File: config.mk
export PLATFORM = sky130hd
export DESIGN_NAME = alpha_keyed_pixel_blit_top
export DESIGN_NICKNAME = d
export VERILOG_FILES = /design/src/akpb_pkg.sv /design/src/akpb_regs.sv /design/src/akpb_ctrl.sv /design/src/akpb_dpath.sv /design/src/alpha_keyed_pixel_blit_top.sv
export SDC_FILE = /design/constraint.sdc
export NUM_CORES = 1
export LEC_CHECK = 0
export BUFFER_PORTS_ARGS = -buffer_cell sky130_fd_sc_hd__buf_2
export CORE_ASPECT_RATIO = 0.6
export CORE_MARGIN = 2
export CORE_UTILIZATION = 68
export CTS_CLUSTER_SIZE = 40
export DETAILED_ROUTE_END_ITERATION = 8
export PLACE_DENSITY = 0.87
export RECOVER_POWER = 100
export SLEW_MARGIN = 25
export SYNTH_ARGS = -nofsm -noshare
export SYNTH_HDL_FRONTEND = slang
export SYNTH_SLANG_ARGS = --single-unit
export TNS_END_PERCENT = 50
File: constraint.sdc
create_clock -name i_clk -period 15.5 [get_ports i_clk]
set_input_delay 2.325 -clock i_clk [delete_from_list [all_inputs] [get_ports i_clk]]
set_output_delay 2.325 -clock i_clk [all_outputs]
set_load 0.02 [all_outputs]
File: src/akpb_pkg.sv
`default_nettype none
package akpb_pkg;

    localparam int AKPB_MAX_DIM  = 4096;
    localparam int AKPB_PADDR_W  = 5;
    localparam int AKPB_PDATA_W  = 32;
    localparam int AKPB_DIM_REG_W = 13;
    localparam int AKPB_POS_W    = 12;
    localparam int AKPB_BPP_W    = 3;
    localparam int AKPB_ADDR_W   = 26;

    localparam logic [AKPB_BPP_W-1:0] AKPB_BPP_THREE = 3'd3;

    typedef enum logic [2:0] {
        REG_DEST_WIDTH  = 3'd0,
        REG_DEST_HEIGHT = 3'd1,
        REG_DEST_BPP    = 3'd2,
        REG_SRC_WIDTH   = 3'd3,
        REG_SRC_HEIGHT  = 3'd4,
        REG_PLACE_X     = 3'd5,
        REG_PLACE_Y     = 3'd6,
        REG_SWAP_RB     = 3'd7
    } t_reg_idx;

    typedef struct packed {
        logic [AKPB_DIM_REG_W-1:0] dest_width;
        logic [AKPB_DIM_REG_W-1:0] dest_height;
        logic [AKPB_BPP_W-1:0]     dest_bpp;
        logic [AKPB_DIM_REG_W-1:0] src_width;
        logic [AKPB_DIM_REG_W-1:0] src_height;
        logic [AKPB_POS_W-1:0]     place_x;
        logic [AKPB_POS_W-1:0]     place_y;
        logic                      swap_rb;
    } t_cfg;

    localparam t_cfg AKPB_CFG_RESET = '{
        dest_width:  13'd1,
        dest_height: 13'd1,
        dest_bpp:    3'd4,
        src_width:   13'd1,
        src_height:  13'd1,
        place_x:     12'd0,
        place_y:     12'd0,
        swap_rb:     1'b0
    };

    typedef enum logic [2:0] {
        ST_IDLE,
        ST_MUL,
        ST_LIN,
        ST_SCALE,
        ST_EMIT
    } t_state;

    typedef struct packed {
        logic accept;
        logic mul;
        logic lin;
        logic scale;
        logic load;
    } t_cmd;

    typedef struct packed {
        logic out_free;
    } t_status;

endpackage
`default_nettype wire

File: src/akpb_regs.sv
`default_nettype none
module akpb_regs (
    input  wire                                i_clk,
    input  wire                                i_rst_n,
    input  wire                                psel,
    input  wire                                penable,
    input  wire                                pwrite,
    input  wire  [akpb_pkg::AKPB_PADDR_W-1:0]  paddr,
    input  wire  [akpb_pkg::AKPB_PDATA_W-1:0]  pwdata,
    output logic [akpb_pkg::AKPB_PDATA_W-1:0]  prdata,
    output logic                               pready,
    output akpb_pkg::t_cfg                     o_cfg
);
    import akpb_pkg::*;

    t_cfg     r_cfg;
    t_cfg     n_cfg;
    t_reg_idx idx;
    logic     wr;

    assign idx    = t_reg_idx'(paddr[AKPB_PADDR_W-1:2]);
    assign wr     = psel && penable && pwrite;
    assign pready = 1'b1;
    assign o_cfg  = r_cfg;

    always_comb begin
        n_cfg = r_cfg;
        if (wr) begin
            case (idx)
                REG_DEST_WIDTH:  n_cfg.dest_width  = pwdata[AKPB_DIM_REG_W-1:0];
                REG_DEST_HEIGHT: n_cfg.dest_height = pwdata[AKPB_DIM_REG_W-1:0];
                REG_DEST_BPP:    n_cfg.dest_bpp    = pwdata[AKPB_BPP_W-1:0];
                REG_SRC_WIDTH:   n_cfg.src_width   = pwdata[AKPB_DIM_REG_W-1:0];
                REG_SRC_HEIGHT:  n_cfg.src_height  = pwdata[AKPB_DIM_REG_W-1:0];
                REG_PLACE_X:     n_cfg.place_x     = pwdata[AKPB_POS_W-1:0];
                REG_PLACE_Y:     n_cfg.place_y     = pwdata[AKPB_POS_W-1:0];
                REG_SWAP_RB:     n_cfg.swap_rb     = pwdata[0];
                default:         n_cfg = r_cfg;
            endcase
        end
    end

    always_ff @(posedge i_clk) begin
        if (!i_rst_n) begin
            r_cfg <= AKPB_CFG_RESET;
        end else begin
            r_cfg <= n_cfg;
        end
    end

    always_comb begin
        case (idx)
            REG_DEST_WIDTH:  prdata = AKPB_PDATA_W'(r_cfg.dest_width);
            REG_DEST_HEIGHT: prdata = AKPB_PDATA_W'(r_cfg.dest_height);
            REG_DEST_BPP:    prdata = AKPB_PDATA_W'(r_cfg.dest_bpp);
            REG_SRC_WIDTH:   prdata = AKPB_PDATA_W'(r_cfg.src_width);
            REG_SRC_HEIGHT:  prdata = AKPB_PDATA_W'(r_cfg.src_height);
            REG_PLACE_X:     prdata = AKPB_PDATA_W'(r_cfg.place_x);
            REG_PLACE_Y:     prdata = AKPB_PDATA_W'(r_cfg.place_y);
            REG_SWAP_RB:     prdata = AKPB_PDATA_W'(r_cfg.swap_rb);
            default:         prdata = '0;
        endcase
    end

endmodule
`default_nettype wire

File: src/akpb_ctrl.sv
`default_nettype none
module akpb_ctrl (
    input  wire               i_clk,
    input  wire               i_rst_n,
    input  wire               i_valid,
    input  akpb_pkg::t_status i_status,
    output logic              o_stall,
    output akpb_pkg::t_cmd    o_cmd
);
    import akpb_pkg::*;

    t_state r_state;
    t_state n_state;

    always_comb begin
        n_state = r_state;
        case (r_state)
            ST_IDLE:  if (i_valid) n_state = ST_MUL;
            ST_MUL:   n_state = ST_LIN;
            ST_LIN:   n_state = ST_SCALE;
            ST_SCALE: n_state = ST_EMIT;
            ST_EMIT:  if (i_status.out_free) n_state = ST_IDLE;
            default:  n_state = ST_IDLE;
        endcase
    end

    always_ff @(posedge i_clk) begin
        if (!i_rst_n) begin
            r_state <= ST_IDLE;
        end else begin
            r_state <= n_state;
        end
    end

    always_comb begin
        o_cmd   = '0;
        o_stall = 1'b1;
        case (r_state)
            ST_IDLE: begin
                o_stall      = 1'b0;
                o_cmd.accept = i_valid;
            end
            ST_MUL:   o_cmd.mul   = 1'b1;
            ST_LIN:   o_cmd.lin   = 1'b1;
            ST_SCALE: o_cmd.scale = 1'b1;
            ST_EMIT:  o_cmd.load  = i_status.out_free;
            default:  o_stall     = 1'b1;
        endcase
    end

endmodule
`default_nettype wire

File: src/akpb_dpath.sv
`default_nettype none
module akpb_dpath #(
    parameter int MAX_DIM = akpb_pkg::AKPB_MAX_DIM
) (
    input  wire                               i_clk,
    input  wire                               i_rst_n,
    input  akpb_pkg::t_cfg                    i_cfg,
    input  akpb_pkg::t_cmd                    i_cmd,
    output akpb_pkg::t_status                 o_status,
    input  wire  [7:0]                        i_chan_first,
    input  wire  [7:0]                        i_chan_second,
    input  wire  [7:0]                        i_chan_third,
    input  wire  [7:0]                        i_alpha,
    output logic                              o_valid,
    input  wire                               i_stall,
    output logic                              o_write_enable,
    output logic [akpb_pkg::AKPB_ADDR_W-1:0]  o_dest_address,
    output logic [7:0]                        o_out_byte0,
    output logic [7:0]                        o_out_byte1,
    output logic [7:0]                        o_out_byte2,
    output logic                              o_frame_last
);
    import akpb_pkg::*;

    localparam int DIM_W  = $clog2(MAX_DIM + 1);
    localparam int CNT_W  = $clog2(MAX_DIM);
    localparam int CMP_W  = (DIM_W > AKPB_DIM_REG_W) ? DIM_W : AKPB_DIM_REG_W;
    localparam int SUM_W  = ((CNT_W > AKPB_POS_W) ? CNT_W : AKPB_POS_W) + 1;
    localparam int P_W    = DIM_W + SUM_W;
    localparam int LIN_W  = P_W + 1;
    localparam int ADR_W  = LIN_W + 2;
    localparam int AREA_W = 2 * DIM_W;
    localparam int LIM_W  = AREA_W + 2;
    localparam int WIDE_W = (ADR_W > LIM_W) ? ADR_W : LIM_W;
    localparam logic [CMP_W-1:0] DIM_MAX = CMP_W'(MAX_DIM);

    logic [DIM_W-1:0] dw, dh, sw, sh;
    logic             bpp3;

    // size registers: zero acts as one, above the maximum clamps to it
    function automatic logic [DIM_W-1:0] clamp_dim(input logic [AKPB_DIM_REG_W-1:0] v);
        logic [CMP_W-1:0] w;
        w = CMP_W'(v);
        if (w == '0)
            return DIM_W'(1);
        else if (w > DIM_MAX)
            return DIM_W'(DIM_MAX);
        else
            return DIM_W'(w);
    endfunction

    assign dw   = clamp_dim(i_cfg.dest_width);
    assign dh   = clamp_dim(i_cfg.dest_height);
    assign sw   = clamp_dim(i_cfg.src_width);
    assign sh   = clamp_dim(i_cfg.src_height);
    assign bpp3 = (i_cfg.dest_bpp == AKPB_BPP_THREE);

    // raster counters
    logic [CNT_W-1:0] r_col, r_row, n_col, n_row;
    logic [CNT_W:0]   col_inc, row_inc;
    logic             col_end, row_end;

    assign col_inc = {1'b0, r_col} + (CNT_W+1)'(1);
    assign row_inc = {1'b0, r_row} + (CNT_W+1)'(1);
    assign col_end = col_inc >= (CNT_W+1)'(sw);
    assign row_end = row_inc >= (CNT_W+1)'(sh);

    always_comb begin
        n_col = r_col;
        n_row = r_row;
        if (i_cmd.accept) begin
            if (col_end) begin
                n_col = '0;
                n_row = row_end ? '0 : row_inc[CNT_W-1:0];
            end else begin
                n_col = col_inc[CNT_W-1:0];
            end
        end
    end

    always_ff @(posedge i_clk) begin
        if (!i_rst_n) begin
            r_col <= '0;
            r_row <= '0;
        end else begin
            r_col <= n_col;
            r_row <= n_row;
        end
    end

    // beat capture
    logic [7:0]       r_c0, r_c1, r_c2, r_alpha;
    logic [CNT_W-1:0] r_col_s, r_row_s;
    logic             r_last;

    always_ff @(posedge i_clk) begin
        if (i_cmd.accept) begin
            r_c0    <= i_chan_first;
            r_c1    <= i_chan_second;
            r_c2    <= i_chan_third;
            r_alpha <= i_alpha;
            r_col_s <= r_col;
            r_row_s <= r_row;
            r_last  <= col_end && row_end;
        end
    end

    // address arithmetic, one step per state
    logic [SUM_W-1:0]  row_sum;
    logic [P_W-1:0]    r_prod;
    logic [AREA_W-1:0] r_area;
    logic [LIN_W-1:0]  r_lin;
    logic [ADR_W-1:0]  lin_x, r_addr;
    logic [LIM_W-1:0]  area_x, r_limit;

    assign row_sum = SUM_W'(i_cfg.place_y) + SUM_W'(r_row_s);
    assign lin_x   = ADR_W'(r_lin);
    assign area_x  = LIM_W'(r_area);

    always_ff @(posedge i_clk) begin
        if (i_cmd.mul) begin
            r_prod <= P_W'(dw) * P_W'(row_sum);
            r_area <= AREA_W'(dw) * AREA_W'(dh);
        end
        if (i_cmd.lin) begin
            r_lin <= LIN_W'(r_prod) + LIN_W'(i_cfg.place_x) + LIN_W'(r_col_s);
        end
        if (i_cmd.scale) begin
            // x3 as x + 2x, x4 as a shift
            r_addr  <= bpp3 ? (lin_x + (lin_x << 1)) : (lin_x << 2);
            r_limit <= bpp3 ? (area_x + (area_x << 1)) : (area_x << 2);
        end
    end

    // output register
    logic r_out_valid;
    logic en;

    assign en = (WIDE_W'(r_addr) < WIDE_W'(r_limit)) && (r_alpha != 8'd0);
    assign o_status.out_free = !r_out_valid || !i_stall;

    always_ff @(posedge i_clk) begin
        if (!i_rst_n) begin
            r_out_valid <= 1'b0;
        end else if (i_cmd.load) begin
            r_out_valid <= 1'b1;
        end else if (!i_stall) begin
            r_out_valid <= 1'b0;
        end
    end

    always_ff @(posedge i_clk) begin
        if (i_cmd.load) begin
            o_write_enable <= en;
            o_dest_address <= en ? AKPB_ADDR_W'(r_addr) : '0;
            o_out_byte0    <= en ? (i_cfg.swap_rb ? r_c2 : r_c0) : 8'd0;
            o_out_byte1    <= en ? r_c1 : 8'd0;
            o_out_byte2    <= en ? (i_cfg.swap_rb ? r_c0 : r_c2) : 8'd0;
            o_frame_last   <= r_last;
        end
    end

    assign o_valid = r_out_valid;

endmodule
`default_nettype wire

File: src/alpha_keyed_pixel_blit_top.sv
// The controller walks each pixel through multiply, add, scale and compare
// steps; the emit step waits while the output is stalled, and no new pixel is
// accepted until the result is loaded into the output register.
// Reset (i_rst_n low at a clock edge): config registers take reset values,
// the raster counters go to zero and the output register empties.
`default_nettype none
module alpha_keyed_pixel_blit_top #(
    parameter int MAX_DIM = akpb_pkg::AKPB_MAX_DIM
) (
    input  wire                                i_clk,
    input  wire                                i_rst_n,
    input  wire                                psel,
    input  wire                                penable,
    input  wire                                pwrite,
    input  wire  [akpb_pkg::AKPB_PADDR_W-1:0]  paddr,
    input  wire  [akpb_pkg::AKPB_PDATA_W-1:0]  pwdata,
    output logic [akpb_pkg::AKPB_PDATA_W-1:0]  prdata,
    output logic                               pready,
    input  wire                                i_valid,
    output logic                               o_stall,
    input  wire  [7:0]                         i_chan_first,
    input  wire  [7:0]                         i_chan_second,
    input  wire  [7:0]                         i_chan_third,
    input  wire  [7:0]                         i_alpha,
    output logic                               o_valid,
    input  wire                                i_stall,
    output logic                               o_write_enable,
    output logic [akpb_pkg::AKPB_ADDR_W-1:0]   o_dest_address,
    output logic [7:0]                         o_out_byte0,
    output logic [7:0]                         o_out_byte1,
    output logic [7:0]                         o_out_byte2,
    output logic                               o_frame_last
);
    import akpb_pkg::*;

    t_cfg    cfg;
    t_cmd    cmd;
    t_status status;

    akpb_regs u_regs (
        .i_clk   (i_clk),
        .i_rst_n (i_rst_n),
        .psel    (psel),
        .penable (penable),
        .pwrite  (pwrite),
        .paddr   (paddr),
        .pwdata  (pwdata),
        .prdata  (prdata),
        .pready  (pready),
        .o_cfg   (cfg)
    );

    akpb_ctrl u_ctrl (
        .i_clk    (i_clk),
        .i_rst_n  (i_rst_n),
        .i_valid  (i_valid),
        .i_status (status),
        .o_stall  (o_stall),
        .o_cmd    (cmd)
    );

    akpb_dpath #(
        .MAX_DIM (MAX_DIM)
    ) u_dpath (
        .i_clk          (i_clk),
        .i_rst_n        (i_rst_n),
        .i_cfg          (cfg),
        .i_cmd          (cmd),
        .o_status       (status),
        .i_chan_first   (i_chan_first),
        .i_chan_second  (i_chan_second),
        .i_chan_third   (i_chan_third),
        .i_alpha        (i_alpha),
        .o_valid        (o_valid),
        .i_stall        (i_stall),
        .o_write_enable (o_write_enable),
        .o_dest_address (o_dest_address),
        .o_out_byte0    (o_out_byte0),
        .o_out_byte1    (o_out_byte1),
        .o_out_byte2    (o_out_byte2),
        .o_frame_last   (o_frame_last)
    );

endmodule
`default_nettype wire

==> flow_summary.json, run 1 <==
{
  "post-cts-setup-buffers": 0,
  "coreArea_um2": 43700,
  "die_x_um": 277,
  "fmax_mhz": 106,
  "viasPerCell": 6.24,
  "cts_hold_buf": 0,
  "clockRootBuffer": "clkbuf_16",
  "wl_per_cell_um": 21.1,
  "hold_viol": 0,
  "antenna_cells": 0,
  "netlist_instances": 3200,
  "cts_tree": "done",
  "cp_num_buf_inv": 4,
  "placed_area_um2": 31400,
  "die_height_um": 168,
  "synth-seq-cells": 353,
  "grt_pass1_wl_um": 131000,
  "synthMuxAreaShare": 0.0175,
  "peakVddDrop_mv": 0.0625,
  "p_sw_frac": 0.275,
  "cpMaxStageDelayCell": "clkbuf_1",
  "stdcell_area_um2": 32300,
  "skew_ps": 21.0,
  "cts_resized": 0,
  "drt_first_pass_iters": 7,
  "totalPowerFinal_mw": 2.26,
  "grt_overflow": 0,
  "final_cells": 3859,
  "syn_area_um2": 30400,
  "critPathLaunchType": "flip-flop",
  "synth_compound_area_frac": 0.113,
  "grt_setup_unrepaired": "no",
  "drt_iter0_markers": 2944,
  "synthXorXnorAreaFrac": 0.0424,
  "cp_top_family": "adder cells",
  "antenna_found_initial": 2,
  "remaining_drc_errors": 0,
  "numCtsBuffers": 36,
  "worstSetupEndpointType": "flip-flop",
  "initial_core_util": 0.695,
  "timing.final.crit_share": 0.610,
  "pwr-share-clk": 0.376,
  "synth_edf_count": 245,
  "power_frac_seq": 0.476,
  "p_sw_mw": 0.621,
  "grt_usage": 0.358,
  "hold_class": "reg -> reg",
  "violations": "capacitance limit, slew limit",
  "seq_area_um2": 9520,
  "p_per_area_nw_per_um2": 69.9,
  "ys_types": 82,
  "slowest_delay_ps": 1260,
  "numPortBuffers": 121,
  "path_class": "reg -> reg",
  "p_comb_frac": 0.148,
  "synth_top_family_by_area": "adder cells",
  "synthArstFlopShare": 0,
  "dp_hpwl_um": 62600,
  "cp_max_fo": 31,
  "cpMostUsedCell": "fa_1",
  "fin_nets": 3867,
  "slew_viol_final": 512,
  "drv_cap": 10,
  "ios": 163,
  "wl_um": 81400,
  "grt_pass1_vias": 24400,
  "fp-row-count": 59,
  "synth_warnings": 0,
  "gp_congestion": 0.993,
  "clock_latency_ps": 550,
  "path_cells": "clkbuf_1, clkinv_1, nand2_1, nor2_1, ha_1, fa_1, fa_1, inv_1, fa_1, fa_1, inv_1, ha_1, or3_2, a311oi_1, o31ai_1, a221o_1, o21ai_0, mux2i_1, a221o_1",
  "n_fill_cell": 3036,
  "outcome": "finished, violations left",
  "synth_seq_area_share": 0.313,
  "ant_nets": 0,
  "setup_viol": 0,
  "syn_to_final_growth_pct": 6.39,
  "cts.clk_slew.worst_paths_ps": 60,
  "yosys.area_share.simple": 0.160,
  "max_slew_margin": -1.76,
  "synthAdderAreaFrac": 0.284,
  "dieArea_um2": 46400,
  "p_int_mw": 1.64,
  "multi_input_area_um2": 18800,
  "drive_gt1_frac": 0.0479,
  "tightest_slew_ps": 4140,
  "final.min_clock_period_ps": 9460,
  "fin_tns_setup_ps": 0,
  "crit_required_ps": 15790,
  "placed_cells": 3797,
  "clock-sinks": 353,
  "cts-htree-levels": 2,
  "syn_area_per_cell_um2": 9.49,
  "grt_max_degree": 103,
  "clk_path_buf_depth": 3,
  "ys.flop_type": "edfxtp_1",
  "power.leakage_nw": 14.5,
  "critical_path_arrival_ps": 9740,
  "dr_total_vias": 24100
}
## worst paths after layout
check                   startpoint              endpoint  slack (ps)  cells past startpoint
hold reg to reg     u_dpath.r_last  u_dpath.o_frame_last         450                      0
setup reg to reg  u_regs.o_cfg[79]    u_dpath.r_prod[25]        6040                     19
setup / recovery  u_regs.o_cfg[79]    u_dpath.r_prod[25]        6040                     19
hold / removal      u_dpath.r_last  u_dpath.o_frame_last         450                      0
## cells in the mapped netlist (6+ instances only)
library cell	count	share of area
edfxtp_1	245	0.24
o211ai_1	12	0.0030
nor2_1	190	0.023
clkbuf_1	114	0.014
o21bai_1	11	0.0027
nand2_1	522	0.064
inv_1	388	0.048
mux2_2	6	0.0022
xnor2_1	94	0.027
ha_1	276	0.11
dfxtp_1	108	0.071
and2_1	93	0.019
buf_2	8	0.0013
o22ai_1	7	0.0014
nor3b_1	6	0.0015
nand4_1	20	0.0041
mux2i_1	42	0.014
nor4_1	15	0.0031
o21ai_1	28	0.0046
nand2b_1	26	0.0054
buf_1	6	0.00074
nor2b_1	68	0.014
or2_2	6	0.0012
o21ai_0	88	0.014
a21oi_1	112	0.018
and4_1	6	0.0017
or3_1	10	0.0021
a21boi_0	66	0.016
xor2_1	53	0.015
a21boi_1	10	0.0025
a221oi_1	15	0.0043
o21a_1	17	0.0042
a31oi_1	13	0.0027
a21o_1	59	0.015
nor3_1	18	0.0030
fa_1	258	0.17
buf_4	20	0.0049
and3_1	18	0.0037
nand3_1	39	0.0064
a211oi_1	14	0.0035
o31ai_1	9	0.0022
## per-stage QoR
stage / hold WS [ps] / util / worst slack (ps)
floorplan: 400 / - / 8320
global placement: 407 / 0.718 / 7240
detailed placement: 441 / 0.719 / 7220
CTS: 458 / 0.744 / 7190
finish: 455 / 0.740 / 6040
global route: 460 / 0.740 / 5870
## routing by layer
metal,vias up,GRT usage,wire [um]
li1,10700,-,-
met1,11700,0.508,32800
met2,1451,0.537,34900
met3,201,0.111,11500
met4,0,0.0962,2290
met5,-,0,0
## kinds of logic after synthesis
logic type	after synthesis
and+or+nand+nor	1060
buffers and inverters	539
adders and majority gates	534
AOI/OAI and AO/OA	515
DFF	353
xor gates and xnor gates	147
muxes	50
other	2
## worst register-to-register path, cell delays in order, from the launching register on
cell      delay (ps)
dfxtp_1          500
clkbuf_1        1260
clkinv_1        1130
nand2_1          880
nor2_1           130
ha_1             250
fa_1             460
fa_1             540
inv_1             50
fa_1             470
fa_1             560
inv_1             50
ha_1             220
or3_2            500
a311oi_1         860
o31ai_1          210
a221o_1          430
o21ai_0          310
mux2i_1          130
a221o_1          280
## flip-flops by register name, summed over array words and instances (netlist names), 3 cells and up
signal                  count
u_ctrl.r_state              3
u_dpath.o_dest_address     26
u_dpath.o_out_byte0         8
u_dpath.o_out_byte1         8
u_dpath.o_out_byte2         8
u_dpath.r_addr             29
u_dpath.r_alpha             8
u_dpath.r_area             26
u_dpath.r_c0                8
u_dpath.r_c1                8
u_dpath.r_c2                8
u_dpath.r_col              12
u_dpath.r_col_s            12
u_dpath.r_limit            28
u_dpath.r_lin              27
u_dpath.r_prod             26
u_dpath.r_row              12
u_dpath.r_row_s            12
u_regs.o_cfg               80
## power groups by stage
stage | Clock, mW | Combinational (mW) | Sequential, mW
floorplan | 0 | 0.232 | 1.08
global placement | 0 | 0.305 | 1.09
detailed placement | 0 | 0.323 | 1.09
CTS | 0.855 | 0.327 | 1.07
global route | 0.892 | 0.365 | 1.08
finish | 0.850 | 0.334 | 1.08
## placed cells by master (no fill, tap or decap), drive strengths merged, types with 7 or more instances in the layout
cell type,synthesis,layout
a211oi,14,14
a21boi,76,76
a21o,59,59
a21oi,115,115
a221oi,15,15
a31oi,13,13
and2,93,93
and3,18,18
buf,34,71
clkbuf,114,124
clkinv,2,13
conb,2,20
dfxtp,108,108
edfxtp,245,245
fa,258,258
ha,276,276
inv,389,390
mux2i,42,42
nand2,522,522
nand2b,26,26
nand3,39,39
nand4,20,20
nor2,190,190
nor2b,69,69
nor3,18,18
nor4,15,15
o211ai,12,12
o21a,17,17
o21ai,117,117
o21bai,11,11
o22ai,7,7
o31ai,9,9
or2,7,7
or3,11,11
xnor2,94,94
xor2,53,53
## cell type report
class,count,share of cell area
Sequential cell,353,0.294
Timing Repair Buffer,149,0.0215
Clock inverter,15,0.00383
Tap cell,579,0.0224
Inverter,391,0.0454
Clock buffer,46,0.0306
Multi-Input combinational cell,2326,0.582
Note: power is estimated with default switching activity, not from simulation.
==> run 2: changes to the inputs <==
--- a/config.mk
+++ b/config.mk
@@ -5,13 +5,14 @@
 export SDC_FILE = /design/constraint.sdc
 export NUM_CORES = 1
 export LEC_CHECK = 0
+export ABC_AREA = 1
 export BUFFER_PORTS_ARGS = -buffer_cell sky130_fd_sc_hd__buf_2
 export CORE_ASPECT_RATIO = 0.6
 export CORE_MARGIN = 2
-export CORE_UTILIZATION = 68
+export CORE_UTILIZATION = 64
 export CTS_CLUSTER_SIZE = 40
 export DETAILED_ROUTE_END_ITERATION = 8
-export PLACE_DENSITY = 0.87
+export PLACE_DENSITY = 0.83
 export RECOVER_POWER = 100
 export SLEW_MARGIN = 25
 export SYNTH_ARGS = -nofsm -noshare
==> constraint.sdc (replaced) <==
create_clock -name i_clk -period 9.4 [get_ports i_clk]
set_input_delay 1.41 -clock i_clk [delete_from_list [all_inputs] [get_ports i_clk]]
set_output_delay 1.41 -clock i_clk [all_outputs]
set_load 0.02 [all_outputs]
==> flow_summary.json, run 2 <==
{
  "coreArea_um2": 49600,
  "pwr-share-clk": 0.334,
  "clock_latency_ps": 570,
  "grt_usage": 0.364,
  "skew_ps": 34.5,
  "hold_viol": 0,
  "slew_viol_final": 497,
  "violations": "capacitance limit, slew limit",
  "syn_area_um2": 32300,
  "crit_start": "u_regs.o_cfg[69]",
  "hold_class": "reg -> reg",
  "power_frac_seq": 0.403,
  "viasPerCell": 5.74,
  "power.leakage_nw": 17.5,
  "remaining_drc_errors": 0,
  "tightest_slew_ps": 4060,
  "drt_first_pass_iters": 6,
  "critPathLaunchType": "flip-flop",
  "cts-htree-levels": 2,
  "fin_nets": 4840,
  "synthTopCellsByCount": "nand2_1, inv_1, nor2_1",
  "r2r-start": "u_regs.o_cfg[69]",
  "grt_max_degree": 94,
  "p_sw_frac": 0.346,
  "outcome": "finished, violations left",
  "wl_um": 93200,
  "crit_required_ps": 9710,
  "path_class": "reg -> reg",
  "final.min_clock_period_ps": 7370,
  "fmax_mhz": 136,
  "yosysTopAreaCell": "edfxtp_1",
  "p_comb_frac": 0.262,
  "fp-row-count": 63,
  "critical_path_arrival_ps": 7680,
  "synthArstFlopShare": 0,
  "dieArea_um2": 52300,
  "timing.final.crit_share": 0.784,
  "cts.clk_slew.worst_paths_ps": 70,
  "wl_per_cell_um": 19.0,
  "wl_met3_um": 15400,
  "fin_tns_setup_ps": 0,
  "gp_congestion": 1.01,
  "mostFrequentLayoutCells": "nand2_1, inv_1, nor2_1, ha_1, fa_1",
  "initial_core_util": 0.651,
  "post-cts-setup-buffers": 0,
  "netlist_instances": 4139,
  "antenna_cells": 0,
  "placed_cells": 4841,
  "grt_pass1_vias": 26700,
  "die_x_um": 294,
  "synth_edf_count": 245,
  "dr_total_vias": 28200,
  "max_slew_margin": -1.71,
  "p_per_area_nw_per_um2": 136,
  "clk_path_buf_depth": 3,
  "clockRootBuffer": "clkbuf_16",
  "syn_area_per_cell_um2": 7.80,
  "syn_to_final_growth_pct": 6.73,
  "worstSetupEndpointType": "flip-flop",
  "p_int_mw": 3.07,
  "dp_hpwl_um": 73300,
  "n_fill_cell": 4020,
  "p_sw_mw": 1.63,
  "numCtsBuffers": 37,
  "setup_viol": 0,
  "largest_reg_flops": 80,
  "synthTopCellsByArea": "edfxtp_1, fa_1, nand2_1",
  "ant_nets": 0,
  "worstHoldStart": "u_dpath.r_last",
  "grt_setup_unrepaired": "no",
  "drt_iter0_markers": 3781,
  "synth-seq-cells": 353,
  "clock-sinks": 353,
  "numPortBuffers": 121,
  "antenna_found_initial": 2,
  "drive_gt1_frac": 0.0402,
  "ys.flop_type": "edfxtp_1",
  "grt_overflow": 0,
  "cts_resized": 0,
  "final_cells": 4908,
  "top_layer": "met5",
  "peakVddDrop_mv": 0.117,
  "drv_cap": 9,
  "met2WireLength_um": 35500,
  "synth.most_common_cell": "nand2_1",
  "final_common_cell": "nand2_1",
  "synth_warnings": 0,
  "cp_max_fo": 17,
  "die_height_um": 178,
  "wl_met1_um": 40100,
  "ios": 163,
  "cts_tree": "done",
  "synth_seq_area_share": 0.295,
  "synth_top_area_share": 0.228,
  "ys_types": 49,
  "grt_pass1_wl_um": 146000,
  "cts_hold_buf": 0
}
[run 2: cell types whose count changed after synthesis, sizes merged, moves of 54 or more]
cell,change
nand2,+509
inv,+405
nor2,+306
nand3,+167
and2,-90
xnor2,-75
a21boi,-72
clkbuf,-70
nor2b,-69
a21oi,+57
a21o,-54
[run 2: kinds of logic (layout without fill, tap and decap cells)]
family | after synthesis | count (layout) | share of synthesized area
compound gates | 404 | 404 | 0.0691
xor+xnor | 79 | 79 | 0.0219
fa+ha+maj | 534 | 534 | 0.267
buf+inv | 906 | 1007 | 0.111
flops | 353 | 353 | 0.295
mux | 3 | 3 | 0.000931
other cells | 2 | 20 | 0.000233
simple gates | 1858 | 1858 | 0.234
[run 2: power by group through the flow]
stage | logic (mW) | registers, mW | clock network (mW)
2_1_floorplan | 0.869 | 1.89 | 0
5_1_grt | 1.38 | 1.91 | 1.63
6_report | 1.23 | 1.90 | 1.57
3_3_place_gp | 1.15 | 1.92 | 0
4_1_cts | 1.20 | 1.89 | 1.57
3_5_place_dp | 1.18 | 1.92 | 0
[run 2: worst paths after layout]
kind                                        endpoint  depth (start not counted)  slack (ps)
worst max-delay path              u_dpath.r_prod[22]                         26        2030
worst min-delay path            u_dpath.o_frame_last                          0         420
worst max register to register    u_dpath.r_prod[22]                         26        2030
worst min register to register  u_dpath.o_frame_last                          0         420
[run 2: layout make-up]
| class | instances | area (um2) | share of cell area |
|---|---|---|---|
| multi-input combinational | 2898 | 19200 | 0.559 |
| sequential | 353 | 9520 | 0.276 |
| inverter | 802 | 3010 | 0.0874 |
| clock buffer | 46 | 1000 | 0.0291 |
| tap | 650 | 813 | 0.0236 |
| timing repair buffer | 138 | 608 | 0.0177 |
| clock inverter | 21 | 238 | 0.00690 |
[run 2: metrics by stage]
| stage | instance area, um2 | util | power (mW) | hold slack (ps) | setup slack [ps] |
|---|---|---|---|---|---|
| 6_report | 34400 | 0.695 | 4.70 | 424 | 2030 |
| 2_1_floorplan | 32300 | - | 2.76 | 400 | 3550 |
| 5_1_grt | 34400 | 0.695 | 4.91 | 436 | 1660 |
| 4_1_cts | 34600 | 0.698 | 4.65 | 422 | 2640 |
| 3_3_place_gp | 33300 | 0.672 | 3.06 | 404 | 2690 |
| 3_5_place_dp | 33300 | 0.672 | 3.10 | 407 | 2670 |
[run 2: layer usage]
layer / GRT usage / up-vias
met5: 0.00188 / -
met4: 0.0850 / 4
met3: 0.132 / 174
met2: 0.491 / 1743
met1: 0.550 / 13100
li1: - / 13100
[run 2: critical path: stages (launching register included)]
cell and delay [ps]:
dfxtp_1 350, inv_1 80, nand4_1 110, nor2_1 50, nand2_1 80, nand2_1 310
o21ai_0 190, clkbuf_1 930, clkinv_1 230, clkbuf_1 470, nand2_1 240, fa_1 440
fa_1 540, inv_1 50, fa_1 510, fa_1 560, inv_1 60, fa_1 550
inv_1 50, ha_1 340, nand2_1 120, nor2_1 240, nand3_1 140, nand2_1 180
nand2_1 110, nand3_1 90, nand2_1 60
